[config.mk]
export PLATFORM = sky130hd
export DESIGN_NAME = console_line_editor_top
export DESIGN_NICKNAME = d
export VERILOG_FILES = /design/src/rtl/core/cle_pkg.sv /design/src/rtl/core/cle_line_mem.sv /design/src/rtl/core/cle_out.sv /design/src/rtl/core/cle_seq.sv /design/src/rtl/core/console_line_editor_top.sv
export SDC_FILE = /design/constraint.sdc
export NUM_CORES = 1
export LEC_CHECK = 0
export BUFFER_PORTS_ARGS = -buffer_cell sky130_fd_sc_hd__buf_2
export CAP_MARGIN = 20
export CORE_ASPECT_RATIO = 0.8
export CORE_MARGIN = 2
export CORE_UTILIZATION = 60
export CTS_CLUSTER_SIZE = 30
export DETAILED_ROUTE_END_ITERATION = 7
export GPL_TIMING_DRIVEN = 0
export PLACE_DENSITY_LB_ADDON = 0.05
export SLEW_MARGIN = 20
export SYNTH_ARGS = -nofsm -noshare
export SYNTH_HDL_FRONTEND = slang
export SYNTH_HIERARCHICAL = 1
export SYNTH_SLANG_ARGS = --single-unit
[constraint.sdc]
create_clock -name clk -period 10.78 [get_ports clk]
set_input_delay 2.156 -clock clk [delete_from_list [all_inputs] [get_ports clk]]
set_output_delay 2.156 -clock clk [all_outputs]
set_load 0.02 [all_outputs]
[src/rtl/core/cle_pkg.sv]
package cle_pkg;

  // Line geometry and result budget
  localparam int LINE_CHARS_DEF = 24;
  localparam int MAX_RESULTS    = 64;
  localparam int ENTRY_W        = 10;

  // Byte codes
  localparam logic [7:0] K_BS       = 8'h08;
  localparam logic [7:0] K_BEL      = 8'h07;
  localparam logic [7:0] K_NL       = 8'h0A;
  localparam logic [7:0] K_ESC      = 8'd27;
  localparam logic [7:0] K_SPACE    = 8'h20;
  localparam logic [7:0] K_RUB      = 8'h7F;
  localparam logic [7:0] K_LBRACKET = 8'h5B;
  localparam logic [7:0] K_SS3      = 8'h4F;
  localparam logic [7:0] K_RIGHT    = 8'd67;
  localparam logic [7:0] K_LEFT     = 8'd68;
  localparam logic [7:0] K_INS      = 8'd50;
  localparam logic [7:0] K_DEL      = 8'd51;
  localparam logic [7:0] K_HOME     = 8'h48;
  localparam logic [7:0] K_END      = 8'h46;
  localparam logic [7:0] K_LEAD1    = 8'hC2;
  localparam logic [7:0] K_LEAD2    = 8'hC3;

  // Lead codes kept in entry bits 9..8
  localparam logic [1:0] LEAD_NONE = 2'd0;
  localparam logic [1:0] LEAD_C2   = 2'd1;
  localparam logic [1:0] LEAD_C3   = 2'd2;

  typedef enum logic [3:0] {
    ST_IDLE,
    ST_SPAN_RD,
    ST_SPAN_ACC,
    ST_CHECK,
    ST_SHIFT_RD,
    ST_SHIFT_WR,
    ST_WRITE,
    ST_PRE,
    ST_PRE_TAIL,
    ST_ECHO_RD,
    ST_ECHO_LEAD,
    ST_ECHO_BYTE,
    ST_POST,
    ST_BACK,
    ST_FIN
  } state_t;

  typedef enum logic [2:0] {
    ESC_IDLE,
    ESC_START,
    ESC_CSI,
    ESC_SS3,
    ESC_INS_TRAIL,
    ESC_DEL_TRAIL
  } esc_t;

  typedef enum logic [1:0] {
    PRE_NONE,
    PRE_BYTE,
    PRE_CELL
  } pre_t;

  // Word request from sequencer to result stage
  typedef struct packed {
    logic       req;
    logic [7:0] data;
    logic       kind;
    logic [5:0] len;
    logic       flush;
  } cle_emit_t;

  typedef struct packed {
    logic emit_ok;
    logic flush_ok;
  } cle_ack_t;

  // Lead byte for a nonzero lead code
  function automatic logic [7:0] lead_byte(input logic [1:0] code);
    lead_byte = (code == LEAD_C2) ? K_LEAD1 : K_LEAD2;
  endfunction

endpackage

[src/rtl/core/cle_line_mem.sv]
module cle_line_mem #(
  parameter int LINE_CHARS = cle_pkg::LINE_CHARS_DEF,
  localparam int AW = (LINE_CHARS > 1) ? $clog2(LINE_CHARS) : 1
) (
  input  logic                       clk,
  input  logic                       rd_en,
  input  logic [AW-1:0]              rd_addr,
  output logic [cle_pkg::ENTRY_W-1:0] rd_data,
  input  logic                       wr_en,
  input  logic [AW-1:0]              wr_addr,
  input  logic [cle_pkg::ENTRY_W-1:0] wr_data
);
  import cle_pkg::*;

  logic [ENTRY_W-1:0] mem [LINE_CHARS];

  // Write port
  always_ff @(posedge clk) begin
    if (wr_en) begin
      mem[wr_addr] <= wr_data;
    end
  end

  // Registered read port, holds between reads
  always_ff @(posedge clk) begin
    if (rd_en) begin
      rd_data <= mem[rd_addr];
    end
  end

endmodule

[src/rtl/core/cle_out.sv]
module cle_out (
  input  logic                clk,
  input  logic                rst,
  input  cle_pkg::cle_emit_t  emit,
  output cle_pkg::cle_ack_t   ack,
  output logic                out_valid,
  input  logic                out_ready,
  output logic [7:0]          out_byte,
  output logic                out_kind,
  output logic [5:0]          line_length,
  output logic                last
);
  import cle_pkg::*;

  // One word held back so the final word of an item can be marked last
  logic       hold_v;
  logic [7:0] hold_byte;
  logic       hold_kind;
  logic [5:0] hold_len;
  logic       out_free;
  logic       emit_fire;
  logic       flush_fire;

  always_comb begin
    out_free     = !out_valid || out_ready;
    ack.emit_ok  = !hold_v || out_free;
    ack.flush_ok = !hold_v || out_free;
    emit_fire    = emit.req && ack.emit_ok;
    flush_fire   = emit.flush && ack.flush_ok;
  end

  // Control
  always_ff @(posedge clk) begin
    if (rst) begin
      hold_v    <= 1'b0;
      out_valid <= 1'b0;
    end else if (emit_fire) begin
      hold_v <= 1'b1;
      if (hold_v) begin
        out_valid <= 1'b1;
      end else if (out_ready) begin
        out_valid <= 1'b0;
      end
    end else if (flush_fire && hold_v) begin
      hold_v    <= 1'b0;
      out_valid <= 1'b1;
    end else if (out_ready) begin
      out_valid <= 1'b0;
    end
  end

  // Payload
  always_ff @(posedge clk) begin
    if (emit_fire) begin
      hold_byte <= emit.data;
      hold_kind <= emit.kind;
      hold_len  <= emit.len;
    end
    if ((emit_fire || flush_fire) && hold_v) begin
      out_byte    <= hold_byte;
      out_kind    <= hold_kind;
      line_length <= hold_len;
      last        <= flush_fire;
    end
  end

endmodule

[src/rtl/core/cle_seq.sv]
module cle_seq #(
  parameter int LINE_CHARS = cle_pkg::LINE_CHARS_DEF,
  localparam int AW = (LINE_CHARS > 1) ? $clog2(LINE_CHARS) : 1
) (
  input  logic                        clk,
  input  logic                        rst,
  input  logic                        in_valid,
  output logic                        in_ready,
  input  logic [7:0]                  rx_byte,
  output logic                        mem_rd_en,
  output logic [AW-1:0]               mem_rd_addr,
  input  logic [cle_pkg::ENTRY_W-1:0] mem_rd_data,
  output logic                        mem_wr_en,
  output logic [AW-1:0]               mem_wr_addr,
  output logic [cle_pkg::ENTRY_W-1:0] mem_wr_data,
  output cle_pkg::cle_emit_t          emit,
  input  cle_pkg::cle_ack_t           ack
);
  import cle_pkg::*;

  localparam int CW = $clog2(LINE_CHARS + 1);
  localparam int SW = $clog2(2 * LINE_CHARS + 1);

  state_t state, state_next;

  // Architectural state
  logic [CW-1:0] cc;
  logic [CW-1:0] cur;
  logic          ins;
  esc_t          phase;
  logic [1:0]    lead;

  // Plan of the current item
  logic [CW-1:0]      sp_i, sp_b;
  logic [SW-1:0]      span;
  logic [7:0]         extra;
  logic               chk_en;
  logic               sh_up;
  logic [CW-1:0]      sh_dst, sh_cnt;
  logic               wr_p;
  logic [ENTRY_W-1:0] ent;
  pre_t               pre_mode;
  logic [7:0]         pre_byte;
  logic [CW-1:0]      e_i, e_b;
  logic               e_kind;
  logic               post_en;
  logic [7:0]         post_byte;
  logic               post_kind;
  logic [CW-1:0]      back_cnt;
  logic [CW-1:0]      ncc, ncur;

  logic          accept;
  logic          do_enter;
  logic [7:0]    e_w;
  logic [CW-1:0] gap;
  logic [CW-1:0] sh_src;
  logic [1:0]    rd_code;
  logic          fire;
  logic [5:0]    llen;

  // Decode helpers
  always_comb begin
    accept   = in_valid && in_ready;
    do_enter = (lead != LEAD_NONE) ||
               (phase == ESC_IDLE && rx_byte >= K_SPACE && rx_byte < K_RUB);
    e_w      = (lead != LEAD_NONE) ? 8'd2 : 8'd1;
    gap      = cc - cur;
    sh_src   = sh_up ? sh_dst - CW'(1) : sh_dst + CW'(1);
    rd_code  = mem_rd_data[9:8];
    fire     = emit.req && ack.emit_ok;
    llen     = 6'(span) + 6'd1;
  end

  // Next state
  always_comb begin
    state_next = state;
    case (state)
      ST_IDLE:      if (accept) state_next = ST_SPAN_RD;
      ST_SPAN_RD:   state_next = (sp_i < sp_b) ? ST_SPAN_ACC : ST_CHECK;
      ST_SPAN_ACC:  state_next = ST_SPAN_RD;
      ST_CHECK:     state_next = ST_SHIFT_RD;
      ST_SHIFT_RD:  state_next = (sh_cnt != '0) ? ST_SHIFT_WR : ST_WRITE;
      ST_SHIFT_WR:  state_next = ST_SHIFT_RD;
      ST_WRITE:     state_next = ST_PRE;
      ST_PRE: begin
        if (pre_mode == PRE_NONE) begin
          state_next = ST_ECHO_RD;
        end else if (fire) begin
          state_next = (pre_mode == PRE_CELL && ent[9:8] != LEAD_NONE) ?
                       ST_PRE_TAIL : ST_ECHO_RD;
        end
      end
      ST_PRE_TAIL:  if (fire) state_next = ST_ECHO_RD;
      ST_ECHO_RD:   state_next = (e_i < e_b) ? ST_ECHO_LEAD : ST_POST;
      ST_ECHO_LEAD: begin
        if (fire) state_next = (rd_code != LEAD_NONE) ? ST_ECHO_BYTE : ST_ECHO_RD;
      end
      ST_ECHO_BYTE: if (fire) state_next = ST_ECHO_RD;
      ST_POST:      if (!post_en || fire) state_next = ST_BACK;
      ST_BACK:      if (back_cnt == '0) state_next = ST_FIN;
      ST_FIN:       if (ack.flush_ok) state_next = ST_IDLE;
      default:      state_next = ST_IDLE;
    endcase
  end

  // Outputs: memory ports and words
  always_comb begin
    in_ready    = (state == ST_IDLE);
    mem_rd_en   = 1'b0;
    mem_rd_addr = sp_i[AW-1:0];
    mem_wr_en   = 1'b0;
    mem_wr_addr = sh_dst[AW-1:0];
    mem_wr_data = mem_rd_data;
    emit.req    = 1'b0;
    emit.data   = K_BS;
    emit.kind   = 1'b0;
    emit.flush  = 1'b0;
    case (state)
      ST_SPAN_RD: begin
        mem_rd_en = (sp_i < sp_b);
      end
      ST_SHIFT_RD: begin
        mem_rd_en   = (sh_cnt != '0);
        mem_rd_addr = sh_src[AW-1:0];
      end
      ST_SHIFT_WR: begin
        mem_wr_en = 1'b1;
      end
      ST_WRITE: begin
        mem_wr_en   = wr_p;
        mem_wr_addr = cur[AW-1:0];
        mem_wr_data = ent;
      end
      ST_PRE: begin
        emit.req = (pre_mode != PRE_NONE);
        if (pre_mode == PRE_CELL) begin
          emit.data = (ent[9:8] != LEAD_NONE) ? lead_byte(ent[9:8]) : ent[7:0];
        end else begin
          emit.data = pre_byte;
        end
      end
      ST_PRE_TAIL: begin
        emit.req  = 1'b1;
        emit.data = ent[7:0];
      end
      ST_ECHO_RD: begin
        mem_rd_en   = (e_i < e_b);
        mem_rd_addr = e_i[AW-1:0];
      end
      ST_ECHO_LEAD: begin
        emit.req  = 1'b1;
        emit.data = (rd_code != LEAD_NONE) ? lead_byte(rd_code) : mem_rd_data[7:0];
        emit.kind = e_kind;
      end
      ST_ECHO_BYTE: begin
        emit.req  = 1'b1;
        emit.data = mem_rd_data[7:0];
        emit.kind = e_kind;
      end
      ST_POST: begin
        emit.req  = post_en;
        emit.data = post_byte;
        emit.kind = post_kind;
      end
      ST_BACK: begin
        emit.req = (back_cnt != '0);
      end
      ST_FIN: begin
        emit.flush = 1'b1;
      end
      default: ;
    endcase
    emit.len = emit.kind ? llen : 6'd0;
  end

  // Control registers
  always_ff @(posedge clk) begin
    if (rst) begin
      state <= ST_IDLE;
      cc    <= '0;
      cur   <= '0;
      ins   <= 1'b0;
      phase <= ESC_IDLE;
      lead  <= LEAD_NONE;
    end else begin
      state <= state_next;
      if (state == ST_IDLE && accept) begin
        phase <= ESC_IDLE;
        lead  <= LEAD_NONE;
        if (!do_enter) begin
          case (phase)
            ESC_START: begin
              if (rx_byte == K_LBRACKET) begin
                phase <= ESC_CSI;
              end else if (rx_byte == K_SS3) begin
                phase <= ESC_SS3;
              end
            end
            ESC_CSI: begin
              if (rx_byte == K_INS) begin
                ins   <= ~ins;
                phase <= ESC_INS_TRAIL;
              end else if (rx_byte == K_DEL) begin
                phase <= ESC_DEL_TRAIL;
              end
            end
            ESC_IDLE: begin
              if (rx_byte == K_ESC) begin
                phase <= ESC_START;
              end else if (rx_byte == K_LEAD1) begin
                lead <= LEAD_C2;
              end else if (rx_byte == K_LEAD2) begin
                lead <= LEAD_C3;
              end
            end
            default: ;
          endcase
        end
      end
      if (state == ST_FIN && ack.flush_ok) begin
        cc  <= ncc;
        cur <= ncur;
      end
    end
  end

  // Plan and loop registers
  always_ff @(posedge clk) begin
    case (state)
      ST_IDLE: begin
        if (accept) begin
          sp_i      <= cur;
          sp_b      <= cur;
          span      <= '0;
          extra     <= 8'd0;
          chk_en    <= 1'b0;
          sh_up     <= 1'b0;
          sh_dst    <= cur;
          sh_cnt    <= '0;
          wr_p      <= 1'b0;
          ent       <= {lead, rx_byte};
          pre_mode  <= PRE_NONE;
          pre_byte  <= K_BEL;
          e_i       <= '0;
          e_b       <= '0;
          e_kind    <= 1'b0;
          post_en   <= 1'b0;
          post_byte <= K_SPACE;
          post_kind <= 1'b0;
          back_cnt  <= '0;
          ncc       <= cc;
          ncur      <= cur;
          if (do_enter) begin
            // Character entry
            if (cc >= CW'(LINE_CHARS)) begin
              pre_mode <= PRE_BYTE;
            end else if (ins) begin
              chk_en   <= 1'b1;
              sp_b     <= cc;
              extra    <= e_w + 8'(gap);
              sh_up    <= 1'b1;
              sh_dst   <= cc;
              sh_cnt   <= gap;
              wr_p     <= 1'b1;
              pre_mode <= PRE_CELL;
              e_i      <= cur + CW'(1);
              e_b      <= cc + CW'(1);
              back_cnt <= gap;
              ncc      <= cc + CW'(1);
              ncur     <= cur + CW'(1);
            end else begin
              wr_p     <= 1'b1;
              pre_mode <= PRE_CELL;
              ncur     <= cur + CW'(1);
              ncc      <= (cur == cc) ? cc + CW'(1) : cc;
            end
          end else begin
            case (phase)
              ESC_CSI: begin
                if (rx_byte == K_RIGHT) begin
                  if (cur < cc) begin
                    e_i  <= cur;
                    e_b  <= cur + CW'(1);
                    ncur <= cur + CW'(1);
                  end else begin
                    pre_mode <= PRE_BYTE;
                  end
                end else if (rx_byte == K_LEFT) begin
                  pre_mode <= PRE_BYTE;
                  if (cur != '0) begin
                    pre_byte <= K_BS;
                    ncur     <= cur - CW'(1);
                  end
                end
              end
              ESC_SS3: begin
                if (rx_byte == K_HOME) begin
                  back_cnt <= cur;
                  ncur     <= '0;
                end else if (rx_byte == K_END) begin
                  e_i  <= cur;
                  e_b  <= cc;
                  ncur <= cc;
                end
              end
              ESC_DEL_TRAIL: begin
                // Delete at cursor
                if (cur < cc) begin
                  chk_en   <= 1'b1;
                  sp_i     <= cur + CW'(1);
                  sp_b     <= cc;
                  extra    <= 8'd1 + 8'(gap);
                  sh_cnt   <= gap - CW'(1);
                  e_i      <= cur;
                  e_b      <= cc - CW'(1);
                  post_en  <= 1'b1;
                  back_cnt <= gap;
                  ncc      <= cc - CW'(1);
                end
              end
              ESC_IDLE: begin
                if (rx_byte == K_NL) begin
                  // Finished line: measure, echo NL, stream line and NL
                  sp_i      <= '0;
                  sp_b      <= cc;
                  pre_mode  <= PRE_BYTE;
                  pre_byte  <= K_NL;
                  e_b       <= cc;
                  e_kind    <= 1'b1;
                  post_en   <= 1'b1;
                  post_byte <= K_NL;
                  post_kind <= 1'b1;
                  ncc       <= '0;
                  ncur      <= '0;
                end else if ((rx_byte == K_RUB || rx_byte == K_BS) && cur != '0) begin
                  // Delete left of cursor
                  chk_en   <= 1'b1;
                  sp_b     <= cc;
                  extra    <= 8'd3 + 8'(gap);
                  sh_dst   <= cur - CW'(1);
                  sh_cnt   <= gap;
                  pre_mode <= PRE_BYTE;
                  pre_byte <= K_BS;
                  e_i      <= cur - CW'(1);
                  e_b      <= cc - CW'(1);
                  post_en  <= 1'b1;
                  back_cnt <= gap + CW'(1);
                  ncc      <= cc - CW'(1);
                  ncur     <= cur - CW'(1);
                end
              end
              default: ;
            endcase
          end
        end
      end
      ST_SPAN_ACC: begin
        span <= span + ((rd_code != LEAD_NONE) ? SW'(2) : SW'(1));
        sp_i <= sp_i + CW'(1);
      end
      ST_CHECK: begin
        // Redraw too long: ring the bell, leave the line alone
        if (chk_en && (8'(span) + extra > 8'(MAX_RESULTS))) begin
          sh_cnt   <= '0;
          wr_p     <= 1'b0;
          pre_mode <= PRE_BYTE;
          pre_byte <= K_BEL;
          e_b      <= e_i;
          post_en  <= 1'b0;
          back_cnt <= '0;
          ncc      <= cc;
          ncur     <= cur;
        end
      end
      ST_SHIFT_WR: begin
        sh_dst <= sh_src;
        sh_cnt <= sh_cnt - CW'(1);
      end
      ST_ECHO_LEAD: begin
        if (fire && rd_code == LEAD_NONE) e_i <= e_i + CW'(1);
      end
      ST_ECHO_BYTE: begin
        if (fire) e_i <= e_i + CW'(1);
      end
      ST_BACK: begin
        if (fire) back_cnt <= back_cnt - CW'(1);
      end
      default: ;
    endcase
  end

endmodule

[src/rtl/core/console_line_editor_top.sv]
// Console line editor for a VT100-style terminal.
// Input channel: one received terminal byte per word on rx_byte, taken when
// in_valid and in_ready are both high. Output channel: echo words (out_kind 0)
// that redraw the terminal, and on newline the finished line (out_kind 1,
// UTF-8 bytes plus NL, with line_length). last marks the final word of an input.
// One byte is handled at a time. The sequencer walks the line memory, which
// has one registered read and one write port: a measuring pass reads each
// character, a shift reads and then writes each moved character, and each
// character echoed from the line is read before its words are emitted.
// One word is held back internally to mark last; in_ready rises again once
// the final word has reached the output register, before it is taken.
// When out_ready is low the sequencer stops at its next word and resumes
// unchanged. Reset empties the line, homes the cursor, selects overwrite mode
// and clears any pending escape or lead byte; the line memory is not cleared.
module console_line_editor_top #(
  parameter int LINE_CHARS = cle_pkg::LINE_CHARS_DEF
) (
  input  logic       clk,
  input  logic       rst,
  input  logic       in_valid,
  output logic       in_ready,
  input  logic [7:0] rx_byte,
  output logic       out_valid,
  input  logic       out_ready,
  output logic [7:0] out_byte,
  output logic       out_kind,
  output logic [5:0] line_length,
  output logic       last
);
  import cle_pkg::*;

  localparam int AW = (LINE_CHARS > 1) ? $clog2(LINE_CHARS) : 1;

  logic               mem_rd_en;
  logic [AW-1:0]      mem_rd_addr;
  logic [ENTRY_W-1:0] mem_rd_data;
  logic               mem_wr_en;
  logic [AW-1:0]      mem_wr_addr;
  logic [ENTRY_W-1:0] mem_wr_data;
  cle_emit_t          emit;
  cle_ack_t           ack;

  // Line store
  cle_line_mem #(.LINE_CHARS(LINE_CHARS)) u_mem (
    .clk     (clk),
    .rd_en   (mem_rd_en),
    .rd_addr (mem_rd_addr),
    .rd_data (mem_rd_data),
    .wr_en   (mem_wr_en),
    .wr_addr (mem_wr_addr),
    .wr_data (mem_wr_data)
  );

  // Decode and edit sequencer
  cle_seq #(.LINE_CHARS(LINE_CHARS)) u_seq (
    .clk         (clk),
    .rst         (rst),
    .in_valid    (in_valid),
    .in_ready    (in_ready),
    .rx_byte     (rx_byte),
    .mem_rd_en   (mem_rd_en),
    .mem_rd_addr (mem_rd_addr),
    .mem_rd_data (mem_rd_data),
    .mem_wr_en   (mem_wr_en),
    .mem_wr_addr (mem_wr_addr),
    .mem_wr_data (mem_wr_data),
    .emit        (emit),
    .ack         (ack)
  );

  // Result stage
  cle_out u_out (
    .clk         (clk),
    .rst         (rst),
    .emit        (emit),
    .ack         (ack),
    .out_valid   (out_valid),
    .out_ready   (out_ready),
    .out_byte    (out_byte),
    .out_kind    (out_kind),
    .line_length (line_length),
    .last        (last)
  );

endmodule
==> summary.md <==
| Metric | Value |
|---|---|
| RePlAce Congestion | 1.01 |
| Clock skew | 0.0189 ns |
| Worst-margin pin slew | 1.20 ns |
| Post-DRT Antenna Nets | 0 |
| Worst R2R Setup Slack | 6.10 ns |
| Crit-path max FO | 10 |
| Core area | 31600 um^2 |
| HP Class | flop to flop |
| GRT Total Usage | 33.5% |
| RSZ-0062 raised after global routing | false |
| Met1 usage | 53.7% |
| Headroom to the max-slew limit | 20.0% |
| Post-synthesis sequential area ratio | 57.9% |
| Clk Latency, worst-skew pair | 0.55 ns |
| Final net count | 1682 |
| Critical Path Sink Type | flop |
| Status | completed |
| Total negative slack | 0 ns |
| Register area | 11200 um^2 |
| Antenna violations before repair | 0 |
| DRT iter0 DRCs | 1875 |
| Most frequent cell after synthesis | edfxtp_1 |
| Max incr delay on CP | 0.78 ns |
| Vias in the first global route | 12869 |
| Final Slew Violations | 0 |
| Fmax | 0.188 GHz |
| CP delay by family, top | compound AO/OA/AOI/OAI gates |
| Multi-input gate area | 7540 um^2 |
| Synthesized area | 19400 um^2 |
| CP dominant cell by count | buf_2 |
| Pin count of the biggest net entering global routing | 27 |
| Synth area leaders | edfxtp_1 56%, mux2i_1 3.4%, ha_1 2.8%, nor2_1 2.6%, dfxtp_1 2.3% |
| Yosys reg bits | 381 |
| Inserted Diodes | 0 |
| Ys async rst share | 0% |
| HPWL after DPL | 40.5 mm |
| Minimum clock period | 5.32 ns |
| Required time worst endpoint | 11.10 ns |
| CP Data Arrival Time | 5.64 ns |
| CTS tree | done |
| Fill count | 2327 |
| FP Rows | 58 |
| Port Buffers | 29 |
| Most Crowded Layer GR | met1 |
| # IOs | 30 |
| Final Hold Fails | 0 |
| Post-cts repair resize count | 0 |
| Max H-tree Level | 2 |
| CTS hold repair buffers | 0 |
| Cells after synthesis | 1549 |
| Cells along the critical path | buf_2, buf_2, nand4_1, o311ai_1, nand2_1, clkbuf_1, nor3_1, o21ai_0, o32ai_1 |
| Top cells by count, synth | 359 x edfxtp_1, 133 x nor2_1, 97 x nand2_1 |
| Share of cells above drive strength 1 | 11.6% |
| RR Startpoint | u_seq/cur[3] |
| Area delta synth->final | 9.81% |
| Total CTS buffers | 37 |
| Slowest library cell on the worst path | nor3_1 |
| Met3 GRT Util | 9.47% |
| WL/cell | 27.0 um |
| PD cells | 159 nW/um^2 |
| WL final | 55.8 mm |
| Final setup vio count | 0 |
| Crit start category | input port |
| Synth area leader | edfxtp_1 |
| Min-delay src | u_out/hold_byte[5] |
| Final Util | 67.3% |
| Post-synth EDFFs | 359 |
| First-pass detailed-route iteration total | 6 |
| Top cell type's share of synthesized area | 55.6% |
| Ys Warns | 6 |
| CP Buf/Inv Count | 3 |
| Met2 Track Usage GR | 45.1% |
| Reported max-cap violation count | 0 |
| DRC errors left | 0 |
| Longest Clk Path Bufs | 3 |
| Syn nets | 1610 |
| Post-CTS Setup Bufs | 0 |
| Post-synth top flop | edfxtp_1 |
| Remaining global-route overflow | 0 |
| First-pass GRT wire length | 82.4 mm |
| Yosys cell types | 94 |
| Final period utilization | 49.4% |
| Leak pwr | 7.21 nW |
| Setup crit start | rx_byte[3] |
| Horiz. Die Dim | 205 um |
| Initial Util | 61.3% |
| Vias per cell | 6.81 |
| Setup CP Type | input port to flop |
| Avg Inst Size Synth | 12.5 um^2 |
| Clk slew on worst S/H paths | 0.06 ns |
| Die Span Y | 165 um |
| TritonCTS Sinks | 381 |
| Clock Tree Root | clkbuf_16 |
| DR vias | 14096 |
| Total Die Area | 33800 um^2 |
| Peak VDD IR | 158 uV |
==> per-layer routing <==
metal | vias to the layer above | part of all wire [%]
li1 | 6169 | -
met1 | 6973 | 45
met2 | 880 | 40
met3 | 74 | 13
met4 | 0 | 1.5
met5 | - | 0
==> where the power goes <==
part	internal, mW	total (mW)	switching [mW]
Sequential	1.69	1.72	0.0347
Clock	0.663	1.21	0.544
Combinational	0.164	0.462	0.299
Total	2.51	3.39	0.877
==> path summary, 6_finish.rpt <==
path	endpoint	cells past startpoint
setup / recovery	u_seq/extra[3]	9
setup reg to reg	u_seq/e_b[4]	12
hold reg to reg	u_out/out_byte[5]	0
hold / removal	u_out/out_byte[5]	0
==> placed cells by master, fill, tap and decap left out, drive strengths merged, types with 11 or more instances in the layout <==
cell type and instances:
a21o 15, a21oi 70, a22oi 34, and2 11, buf 60, clkbuf 113
clkinv 16, dfxtp 22, edfxtp 359, ha 44, inv 52, mux2 19
mux2i 65, mux4 35, nand2 97, nand2b 15, nand3 74, nor2 133
nor2b 13, nor3 36, o211ai 18, o21ai 74, o22ai 15, or3 11
xnor2 26, xor2 19
==> final cells by class <==
type	count	share of cell area (%)
Sequential cell	381	52.7
Multi-Input combinational cell	1027	35.4
Clock buffer	50	4.72
Tap cell	420	2.47
Buffer	90	2.32
Timing Repair Buffer	33	0.952
Inverter	51	0.899
Clock inverter	17	0.523
==> worst reg2reg max path: cells and delay by family (launching register included) <==
kind	cells	cell delay, ns
flops	1	0.32
buf+inv	5	1.80
simple gates	1	0.26
compound gates	5	1.68
fa+ha+maj	1	0.36
==> metrics by stage <==
| step | worst slack (ns) | cells | power (mW) | hold WS, ns | instance area (um^2) |
|---|---|---|---|---|---|
| floorplan | 6.41 | 1549 | 2.04 | 0.400 | 19400 |
| global placement | 5.03 | 1998 | 2.18 | 0.404 | 20100 |
| detailed placement | 5.07 | 2001 | 2.20 | 0.405 | 20200 |
| CTS | 5.61 | 2068 | 3.40 | 0.419 | 21300 |
| global route | 5.20 | 2069 | 3.50 | 0.424 | 21300 |
| finish | 5.46 | 2069 | 3.39 | 0.418 | 21300 |
==> logic make-up (layout without fill, tap and decap cells) <==
kind of cell / after synthesis / count (layout) / synth area share (%)
flops: 381 / 381 / 57.9
fa+ha+maj: 50 / 50 / 3.41
compound gates: 357 / 357 / 12.7
mux: 119 / 119 / 8.83
buf+inv: 141 / 241 / 3.54
simple gates: 456 / 456 / 11.6
xor+xnor: 45 / 45 / 2.03
==> registers in the layout, indices dropped and copies added, names as in the netlist, 3 cells and up <==
signal,cells
u_seq/sh_cnt,5
u_seq/cc,5
u_seq/phase,3
u_seq/extra,6
u_seq/pre_byte,3
u_seq/state,4
u_out/line_length,6
u_seq/span,6
u_seq/e_i,5
u_mem/mem,240
u_out/out_byte,8
u_out/hold_byte,8
u_seq/sp_b,5
u_seq/ncc,5
u_seq/back_cnt,5
u_mem/rd_data,10
u_seq/ncur,5
u_seq/ent,10
u_seq/e_b,5
u_out/hold_len,6
u_seq/sh_dst,5
u_seq/cur,5
u_seq/sp_i,5
Note: power is estimated with default switching activity, not from simulation.
